===== src/hdl/vtd_pkg.sv =====
// Package with the word types and constants of the vertex transform block.
package vtd_pkg;

	localparam int FRAC_BITS_DEF = 16;
	localparam int QUEUE_DEPTH   = 2;

	localparam logic OP_LOAD  = 1'b0;
	localparam logic OP_XFORM = 1'b1;

	typedef struct packed {
		logic               opcode;
		logic [3:0]         entry_index;
		logic signed [31:0] entry_value;
		logic signed [31:0] in_x;
		logic signed [31:0] in_y;
		logic signed [31:0] in_z;
		logic signed [31:0] in_w;
	} in_word_t;

	typedef struct packed {
		logic signed [31:0] out_x;
		logic signed [31:0] out_y;
		logic signed [31:0] out_z;
		logic signed [31:0] out_w;
		logic               overflow;
	} out_word_t;

	// A command after classification by the front end.
	typedef struct packed {
		logic               xform;
		logic [3:0]         entry_index;
		logic signed [31:0] entry_value;
		logic signed [31:0] vx;
		logic signed [31:0] vy;
		logic signed [31:0] vz;
		logic signed [31:0] vw;
	} cmd_t;

	// Head of the command queue as seen by the back end.
	typedef struct packed {
		logic valid;
		cmd_t cmd;
	} q_head_t;

endpackage


===== src/hdl/vtd_front.sv =====
// Front end: accepts input words, classifies them and queues the commands.
module vtd_front (
	input  logic               clk,
	input  logic               arst_n,
	input  logic               push,
	output logic               full,
	input  vtd_pkg::in_word_t  in_word,
	output vtd_pkg::q_head_t   head,
	input  logic               take
);
	localparam int DEPTH = vtd_pkg::QUEUE_DEPTH;
	localparam int PW    = (DEPTH > 1) ? $clog2(DEPTH) : 1;
	localparam int CW    = $clog2(DEPTH + 1);

	vtd_pkg::cmd_t  mem_q [DEPTH];
	logic [PW-1:0]  wr_ptr_q, rd_ptr_q;
	logic [CW-1:0]  count_q;
	logic           do_push, do_take;
	vtd_pkg::cmd_t  cmd_new;

	always_comb begin
		cmd_new.xform       = (in_word.opcode == vtd_pkg::OP_XFORM);
		cmd_new.entry_index = in_word.entry_index;
		cmd_new.entry_value = in_word.entry_value;
		cmd_new.vx          = in_word.in_x;
		cmd_new.vy          = in_word.in_y;
		cmd_new.vz          = in_word.in_z;
		cmd_new.vw          = in_word.in_w;
	end

	assign full       = (count_q == CW'(DEPTH));
	assign do_push    = push && !full;
	assign head.valid = (count_q != '0);
	assign head.cmd   = mem_q[rd_ptr_q];
	assign do_take    = take && head.valid;

	always_ff @(posedge clk) begin
		if (do_push) begin
			mem_q[wr_ptr_q] <= cmd_new;
		end
	end

	always_ff @(posedge clk or negedge arst_n) begin
		if (!arst_n) begin
			wr_ptr_q <= '0;
			rd_ptr_q <= '0;
			count_q  <= '0;
		end else begin
			if (do_push) begin
				wr_ptr_q <= (wr_ptr_q == PW'(DEPTH - 1)) ? '0 : wr_ptr_q + 1'b1;
			end
			if (do_take) begin
				rd_ptr_q <= (rd_ptr_q == PW'(DEPTH - 1)) ? '0 : rd_ptr_q + 1'b1;
			end
			count_q <= count_q + CW'(do_push) - CW'(do_take);
		end
	end
endmodule


===== src/hdl/vtd_back.sv =====
// Back end: matrix store, shared multiplier, serial divider and result register.
module vtd_back #(
	parameter int FRAC_BITS = vtd_pkg::FRAC_BITS_DEF
) (
	input  logic               clk,
	input  logic               arst_n,
	input  vtd_pkg::q_head_t   head,
	output logic               take,
	input  logic               den,
	output logic               empty,
	input  logic               pop,
	output vtd_pkg::out_word_t out_word
);
	localparam int ACC_W = 66 - FRAC_BITS;
	localparam int QW    = 32 + FRAC_BITS;
	localparam int BW    = $clog2(QW);
	localparam logic signed [31:0] ONE = 32'sd1 <<< FRAC_BITS;
	localparam logic signed [ACC_W-1:0] MAXV = ACC_W'(32'sh7fffffff);
	localparam logic signed [ACC_W-1:0] MINV = ACC_W'(signed'(32'h80000000));

	localparam logic [2:0] S_IDLE  = 3'd0;
	localparam logic [2:0] S_MAC   = 3'd1;
	localparam logic [2:0] S_DLOAD = 3'd2;
	localparam logic [2:0] S_DITER = 3'd3;
	localparam logic [2:0] S_DFIN  = 3'd4;
	localparam logic [2:0] S_OUT   = 3'd5;

	logic [2:0]         state_q;
	logic signed [31:0] mat_q [16];
	logic signed [31:0] vec_q [4];
	logic signed [31:0] res_q [4];
	logic               ovf_q;
	logic [4:0]         cnt_q;
	logic signed [63:0] prod_s1;
	logic               prod_v_s1, prod_last_s1;
	logic [1:0]         prod_col_s1;
	logic signed [ACC_W-1:0] acc_q;
	logic [1:0]         qi_q;
	logic [BW-1:0]      bcnt_q;
	logic [QW-1:0]      nmag_q;
	logic [32:0]        rem_q;
	logic [31:0]        dmag_q;
	logic               neg_q;
	logic               ovalid_q;
	vtd_pkg::out_word_t out_q;

	logic signed [63:0]      mul_w;
	logic signed [ACC_W-1:0] sum_w;
	logic signed [31:0]      sat_w;
	logic                    sat_ovf_w;
	logic signed [31:0]      dsel_w, v_w;
	logic [31:0]             vmag_w;
	logic [32:0]             trial_w;
	logic                    qbit_w;
	logic                    q_big_neg, q_big_pos;
	logic                    out_free;

	assign out_free = !ovalid_q || pop;
	assign take     = (state_q == S_IDLE) && head.valid;
	assign empty    = !ovalid_q;
	assign out_word = out_q;

	assign mul_w = vec_q[cnt_q[1:0]] * mat_q[{cnt_q[1:0], cnt_q[3:2]}];
	assign sum_w = acc_q + ACC_W'(prod_s1 >>> FRAC_BITS);

	always_comb begin
		sat_ovf_w = 1'b0;
		sat_w     = 32'(sum_w);
		if (sum_w > MAXV) begin
			sat_w     = 32'sh7fffffff;
			sat_ovf_w = 1'b1;
		end else if (sum_w < MINV) begin
			sat_w     = signed'(32'h80000000);
			sat_ovf_w = 1'b1;
		end
	end

	assign dsel_w  = (res_q[3] == '0) ? ONE : res_q[3];
	assign v_w     = res_q[qi_q];
	assign vmag_w  = v_w[31] ? 32'(-v_w) : 32'(v_w);
	assign trial_w = {rem_q[31:0], nmag_q[QW-1]};
	assign qbit_w  = (trial_w >= {1'b0, dmag_q});
	assign q_big_neg = (|nmag_q[QW-1:32]) || (nmag_q[31] && (|nmag_q[30:0]));
	assign q_big_pos = |nmag_q[QW-1:31];

	always_ff @(posedge clk) begin
		prod_s1 <= mul_w;
		unique case (state_q)
			S_IDLE: begin
				if (head.valid && head.cmd.xform) begin
					vec_q[0] <= head.cmd.vx;
					vec_q[1] <= head.cmd.vy;
					vec_q[2] <= head.cmd.vz;
					vec_q[3] <= head.cmd.vw;
					acc_q    <= '0;
					ovf_q    <= 1'b0;
				end
			end
			S_MAC: begin
				if (prod_v_s1) begin
					if (prod_last_s1) begin
						res_q[prod_col_s1] <= sat_w;
						ovf_q <= ovf_q | sat_ovf_w;
						acc_q <= '0;
					end else begin
						acc_q <= sum_w;
					end
				end
			end
			S_DLOAD: begin
				dmag_q <= dsel_w[31] ? 32'(-dsel_w) : 32'(dsel_w);
				neg_q  <= v_w[31] ^ dsel_w[31];
				nmag_q <= {vmag_w, {FRAC_BITS{1'b0}}};
				rem_q  <= '0;
			end
			S_DITER: begin
				rem_q  <= qbit_w ? (trial_w - {1'b0, dmag_q}) : trial_w;
				nmag_q <= {nmag_q[QW-2:0], qbit_w};
			end
			S_DFIN: begin
				if (neg_q) begin
					res_q[qi_q] <= q_big_neg ? signed'(32'h80000000) : 32'(-nmag_q[31:0]);
					ovf_q <= ovf_q | q_big_neg;
				end else begin
					res_q[qi_q] <= q_big_pos ? 32'sh7fffffff : signed'(nmag_q[31:0]);
					ovf_q <= ovf_q | q_big_pos;
				end
				if (qi_q == 2'd2) begin
					res_q[3] <= (res_q[3] == '0) ? '0 : ONE;
				end
			end
			S_OUT: begin
				if (out_free) begin
					out_q.out_x    <= res_q[0];
					out_q.out_y    <= res_q[1];
					out_q.out_z    <= res_q[2];
					out_q.out_w    <= res_q[3];
					out_q.overflow <= ovf_q;
				end
			end
			default: begin
			end
		endcase
	end

	always_ff @(posedge clk or negedge arst_n) begin
		if (!arst_n) begin
			state_q      <= S_IDLE;
			cnt_q        <= '0;
			prod_v_s1    <= 1'b0;
			prod_last_s1 <= 1'b0;
			prod_col_s1  <= '0;
			qi_q         <= '0;
			bcnt_q       <= '0;
			ovalid_q     <= 1'b0;
			for (int i = 0; i < 16; i++) begin
				mat_q[i] <= ((i % 5) == 0) ? ONE : '0;
			end
		end else begin
			prod_v_s1    <= (state_q == S_MAC) && !cnt_q[4];
			prod_last_s1 <= (cnt_q[1:0] == 2'b11);
			prod_col_s1  <= cnt_q[3:2];
			if ((state_q == S_OUT) && out_free) begin
				ovalid_q <= 1'b1;
			end else if (pop) begin
				ovalid_q <= 1'b0;
			end
			unique case (state_q)
				S_IDLE: begin
					if (head.valid) begin
						if (head.cmd.xform) begin
							cnt_q   <= '0;
							state_q <= S_MAC;
						end else begin
							mat_q[head.cmd.entry_index] <= head.cmd.entry_value;
						end
					end
				end
				S_MAC: begin
					if (!cnt_q[4]) begin
						cnt_q <= cnt_q + 1'b1;
					end else if (!prod_v_s1) begin
						qi_q    <= '0;
						state_q <= den ? S_DLOAD : S_OUT;
					end
				end
				S_DLOAD: begin
					bcnt_q  <= '0;
					state_q <= S_DITER;
				end
				S_DITER: begin
					bcnt_q <= bcnt_q + 1'b1;
					if (bcnt_q == BW'(QW - 1)) begin
						state_q <= S_DFIN;
					end
				end
				S_DFIN: begin
					qi_q    <= qi_q + 1'b1;
					state_q <= (qi_q == 2'd2) ? S_OUT : S_DLOAD;
				end
				S_OUT: begin
					if (out_free) begin
						state_q <= S_IDLE;
					end
				end
				default: begin
					state_q <= S_IDLE;
				end
			endcase
		end
	end
endmodule


===== src/hdl/vertex_transform_divide_core.sv =====
// A transform word passes through the matrix product and, with division on, the divider before
// its result is written to the output register; the back end waits in S_OUT while that is full.
// With division on, each of the three quotients comes from a one-bit-per-cycle divider.
// The back end takes a new vertex only after the last result is in the output register.
// The two-entry input queue holds up to two words ahead of the back end, then full is raised.
// Reset (arst_n low) empties the queue and result register, loads identity, clears division.
module vertex_transform_divide_core #(
	parameter int FRAC_BITS = vtd_pkg::FRAC_BITS_DEF
) (
	input  logic               clk,
	input  logic               arst_n,
	input  logic               push,
	output logic               full,
	input  vtd_pkg::in_word_t  in_word,
	output logic               empty,
	input  logic               pop,
	output vtd_pkg::out_word_t out_word,
	input  logic               cfg_we,
	input  logic               cfg_wdata
);
	// Perspective division enable. It is only to be written while the block is idle, a user rule
	// that the block itself does not enforce, so the back end may sample it at the end of the matrix product.
	logic den_q;

	// Queue head travels from the front end to the back end as one struct.
	vtd_pkg::q_head_t head;
	logic             take;

	always_ff @(posedge clk or negedge arst_n) begin
		if (!arst_n) begin
			den_q <= 1'b0;
		end else if (cfg_we) begin
			den_q <= cfg_wdata;
		end
	end

	// The front end decodes the opcode and buffers commands, so the source can run up to
	// two words ahead of the back end while a long division is in progress.
	vtd_front u_front (
		.clk     (clk),
		.arst_n  (arst_n),
		.push    (push),
		.full    (full),
		.in_word (in_word),
		.head    (head),
		.take    (take)
	);

	// The back end applies loads in order with transforms, so a load never changes
	// a vertex that was queued ahead of it.
	vtd_back #(
		.FRAC_BITS (FRAC_BITS)
	) u_back (
		.clk      (clk),
		.arst_n   (arst_n),
		.head     (head),
		.take     (take),
		.den      (den_q),
		.empty    (empty),
		.pop      (pop),
		.out_word (out_word)
	);
endmodule


===== config.mk =====
export PLATFORM = sky130hd
export DESIGN_NAME = vertex_transform_divide_core
export DESIGN_NICKNAME = d
export VERILOG_FILES = /design/src/hdl/vtd_pkg.sv /design/src/hdl/vtd_front.sv /design/src/hdl/vtd_back.sv /design/src/hdl/vertex_transform_divide_core.sv
export SDC_FILE = /design/constraint.sdc
export NUM_CORES = 2
export LEC_CHECK = 0
export BUFFER_PORTS_ARGS = -buffer_cell sky130_fd_sc_hd__buf_4
export CAP_MARGIN = 20
export CORE_UTILIZATION = 50
export CTS_BUF_LIST = sky130_fd_sc_hd__clkbuf_16
export DETAILED_ROUTE_END_ITERATION = 16
export GPL_ROUTABILITY_DRIVEN = 0
export HOLD_SLACK_MARGIN = 0.05
export PLACE_DENSITY_LB_ADDON = 0.05
export SLEW_MARGIN = 15
export SYNTH_ARGS = -nofsm -noshare
export SYNTH_HDL_FRONTEND = slang
export SYNTH_SLANG_ARGS = --single-unit
export TNS_END_PERCENT = 1

===== constraint.sdc =====
create_clock -name clk -period 23.3 [get_ports clk]
set_input_delay 2.33 -clock clk [delete_from_list [all_inputs] [get_ports clk]]
set_output_delay 2.33 -clock clk [all_outputs]
set_load 0.005 [all_outputs]

==> summary.txt <==
Logic synthesis
  – Compound-Gate Fraction of Synth Area: 7.60%
  – Main flop type after synthesis: edfxtp_1
  – Syn_nets: roughly 10,000
  – Post-Syn Area: 98,000 sq um
  – Mux contribution to synthesized area: 6.91%
  – Xor/xnor share of the synthesized area: 1.65%
  – Post-Synth Simple-Gate Area: 10.8%
  – Synth warn: 0
  – Post-synth EDFFs: 848
  – Mapped Cells: slightly below 9,000
  – Post-synthesis area per instance: 11.1 sq um
  – Post-synthesis register bit count: ~1,500
  – Seq/Total Area, Yosys: 41.4%
  – FFs w/ async S/R, synth: between 30% and 40%
  – Combinational family with the most area after synthesis: adder cells
  – Unique cell type count in the Yosys netlist: 86
  – Adder-cell share of the synthesized area: 25.6%

Setup path
  – Max incr delay on CP: approximately 790 ps
  – R2R Path End: u_back.prod_s1[63]$_DFF_P_
  – Critical Path Start Type: flip-flop
  – CP Capture Type: flip-flop
  – R2r setup slk: 11,420 ps
  – Setup CP Type: flip-flop to flip-flop
  – Crit path arrival time: ~13,000 ps
  – Reg2Reg Depth: 30
  – Launch point of the worst reg-to-reg path: u_back.cnt_q[3]$_DFFE_PN0P_
  – Crit path max fanout: 54
  – CP max-delay cell: buf_4
  – Req. time, crit path: about 24,000 ps
  – Most common cell on crit path: fa_1

Clock network
  – Hold buffer count at CTS: 0
  – Setup Fix Bufs, Post-CTS: 0
  – Maximum clock path buffer count: 3
  – TritonCTS clock tree: built
  – Num CTS Buffers: 162
  – Worst-Skew Late Latency: between 800 and 900 ps
  – CTS H-Tree Depth: 4
  – CTS root buffer: clkbuf_16
  – Resized Gates After CTS: 0
  – Reg clk slew, reported paths: 60 ps
  – CTS Sinks: 1,465

Hold path
  – Hold Path Stages: 0
  – Hold path start: u_back.res_q[0][28]$_DFFE_PP_
  – Hold EP: out_word[125]$_DFFE_PP_
  – HP Class: flip-flop to flip-flop

Final layout
  – Final instance area: 109,000 sq um
  – Commonest non-fill, non-tap cell in the layout: inv_1
  – Net count, final: 10,500
  – Most frequent cells in the layout: 1,148 x inv_1, 1,083 x fa_1, 1,042 x nor2_1, 978 x nand2_1, 848 x edfxtp_1
  – Share of cells above drive strength 1: 12.6%
  – Final Non-Filler Cells: between 10,000 and 15,000
  – Layout area overhead: 11.0%

STA
  – Worst-Margin Slew: 1170 ps
  – Final setup fails: 0
  – Period utilization: 51.0%
  – RSZ-0062 raised after global routing: false
  – Slew Limit Fails: 0
  – Worst Skew: about 58 ps
  – Slew margin rel.: 21.7%
  – Tmin final: 11,880 ps
  – Final Hold Viols: 0
  – Min Hold Slack: between 400 and 500 ps
  – Max Freq: approximately 0.084 GHz
  – Total negative slack: 0 ps

Routing
  – Routed vias/inst: 5.67
  – DRC: 0
  – Post-Route WL: 284 mm
  – Avg WL per Cell: 24.1 um
  – Final ANT Viol Nets: 0
  – Vias: roughly 67,000
  – TritonRoute pass-1 iters: 6
  – DRC violation total after the first TritonRoute iteration: 5,781

GRT
  – GRT overflow: 0
  – Vias in the first global route: ~69,000
  – First-pass GRT wire length: ~430 mm
  – Initial antenna violation count: 7
  – Total track usage: just under 30%
  – Largest net degree at the start of global routing: 139

Floorplanning
  – Core area: 195,000 sq um
  – Initial Util: between 50% and 60%
  – DIE HEIGHT: 445 um
  – Die ar.: 198,000 sq um
  – Io pins: 302
  – Die X: roughly 440 um
  – # rows: 162

Run
  – Max-Cap Viols: 0

Status
  – Status: complete, no violations

Pwr
  – Pwr Density: roughly 52 nW/um^2
  – Leakage: 0.0473 uW
  – Maximum vdd drop: approximately 0.11 mV

Placement
  – Post-place instance area: 104,000 sq um
  – DP Cell Count: 11,500
  – Placed wire-length estimate: ~200 mm
  – Port buffer count: 301
==> flip-flops by register name (all words and copies together) (netlist names), 2 cells and up <==
register            flops
u_back.mat_q          512
u_front.mem_q         330
out_word              128
u_back.res_q          128
u_back.vec_q          128
u_back.acc_q           50
u_back.nmag_q          48
u_back.prod_s1         48
u_back.dmag_q          32
u_back.rem_q           32
u_back.bcnt_q           6
u_back.cnt_q            5
u_back.state_q          3
u_back.prod_col_s1      2
u_back.qi_q             2
u_front.count_q         2
==> metal layers <==
layer	routed length, um	track usage [%]
met5	37	0
met3	22200	5.45
met2	130000	45.4
met4	10300	9.86
met1	122000	41.0
==> layout make-up <==
| cell class | instances | area [sq um] |
|---|---|---|
| fill | 16700 | 86000 |
| multi-input combinational | 5768 | 51800 |
| sequential | 1465 | 40500 |
| inverter | 1123 | 4220 |
| clock buffer | 165 | 4130 |
| timing repair buffer | 496 | 3800 |
| tap | 2624 | 3280 |
| clock inverter | 132 | 991 |
| antenna | 5 | 12.5 |
==> stage by stage <==
step / total power (uW) / worst slack [ps] / util, %
6_report: 5660 / 11420 / 55.8
2_1_floorplan: 3150 / 13040 / -
4_1_cts: 5730 / 11380 / 55.8
5_1_grt: 5850 / 10970 / 55.8
3_3_place_gp: 3250 / 11590 / 53.1
3_5_place_dp: 3260 / 11450 / 53.2
==> Yosys cell counts (48+ instances only) <==
master	n	area share, %
inv_1	1116	4.3
fa_1	1083	22
nor2_1	1056	4.0
nand2_1	979	3.8
edfxtp_1	848	26
dfrtp_1	534	14
a21oi_1	526	2.7
clkbuf_1	434	1.7
o21ai_0	333	1.7
ha_1	269	3.4
mux4_2	173	4.0
mux2_2	165	1.9
xnor2_1	128	1.1
mux2i_1	101	1.0
and2_1	79	0.50
dfxtp_1	79	1.6
nand3_1	74	0.38
a21o_1	66	0.51
nor3_1	60	0.31
xor2_1	57	0.51
o21a_1	56	0.43
nand4_1	48	0.31
==> logic make-up (layout without fill, tap and decap cells) <==
family	count (synthesis)	after routing
buffers and inverters	1603	1916
XOR/XNOR	185	185
AND/OR/NAND/NOR	2510	2510
adder cells (fa/ha/maj)	1352	1352
flip-flops	1465	1465
multiplexers	439	439
other	0	5
AO/OA/AOI/OAI	1282	1282
==> report_power, final <==
group	switching, uW	leakage, uW	internal [uW]
registers	28.4	0.0159	2910
clock network	1080	0.00262	1370
logic	194	0.0288	79.2
total	1300	0.0473	4360
==> critical path: cells and delay by family (launching register included) <==
kind,cells,cell delay [ps]
AO/OA/AOI/OAI,11,3120
AND/OR/NAND/NOR,2,170
XOR/XNOR,1,150
buffers and inverters,6,2610
adder cells (fa/ha/maj),9,4480
multiplexers,1,420
flip-flops,1,730
==> how the worst max path moves through the flow <==
| stage | slack [ps] | endpoint | startpoint | cells after the start |
|---|---|---|---|---|
| finish | 11420 | u_back.prod_s1[63]$_DFF_P_ | u_back.cnt_q[3]$_DFFE_PN0P_ | 30 |
| global route | 10970 | u_back.prod_s1[63]$_DFF_P_ | u_back.cnt_q[1]$_DFFE_PN0P_ | 29 |
| CTS | 11380 | u_back.prod_s1[63]$_DFF_P_ | u_back.cnt_q[3]$_DFFE_PN0P_ | 30 |
| detailed placement | 11450 | u_back.prod_s1[63]$_DFF_P_ | u_back.cnt_q[3]$_DFFE_PN0P_ | 30 |
| global placement | 11590 | u_back.prod_s1[63]$_DFF_P_ | u_back.cnt_q[3]$_DFFE_PN0P_ | 30 |
| floorplan | 13040 | u_back.prod_s1[63]$_DFF_P_ | u_back.cnt_q[2]$_DFFE_PN0P_ | 34 |
(Power assumes the default switching activity.)
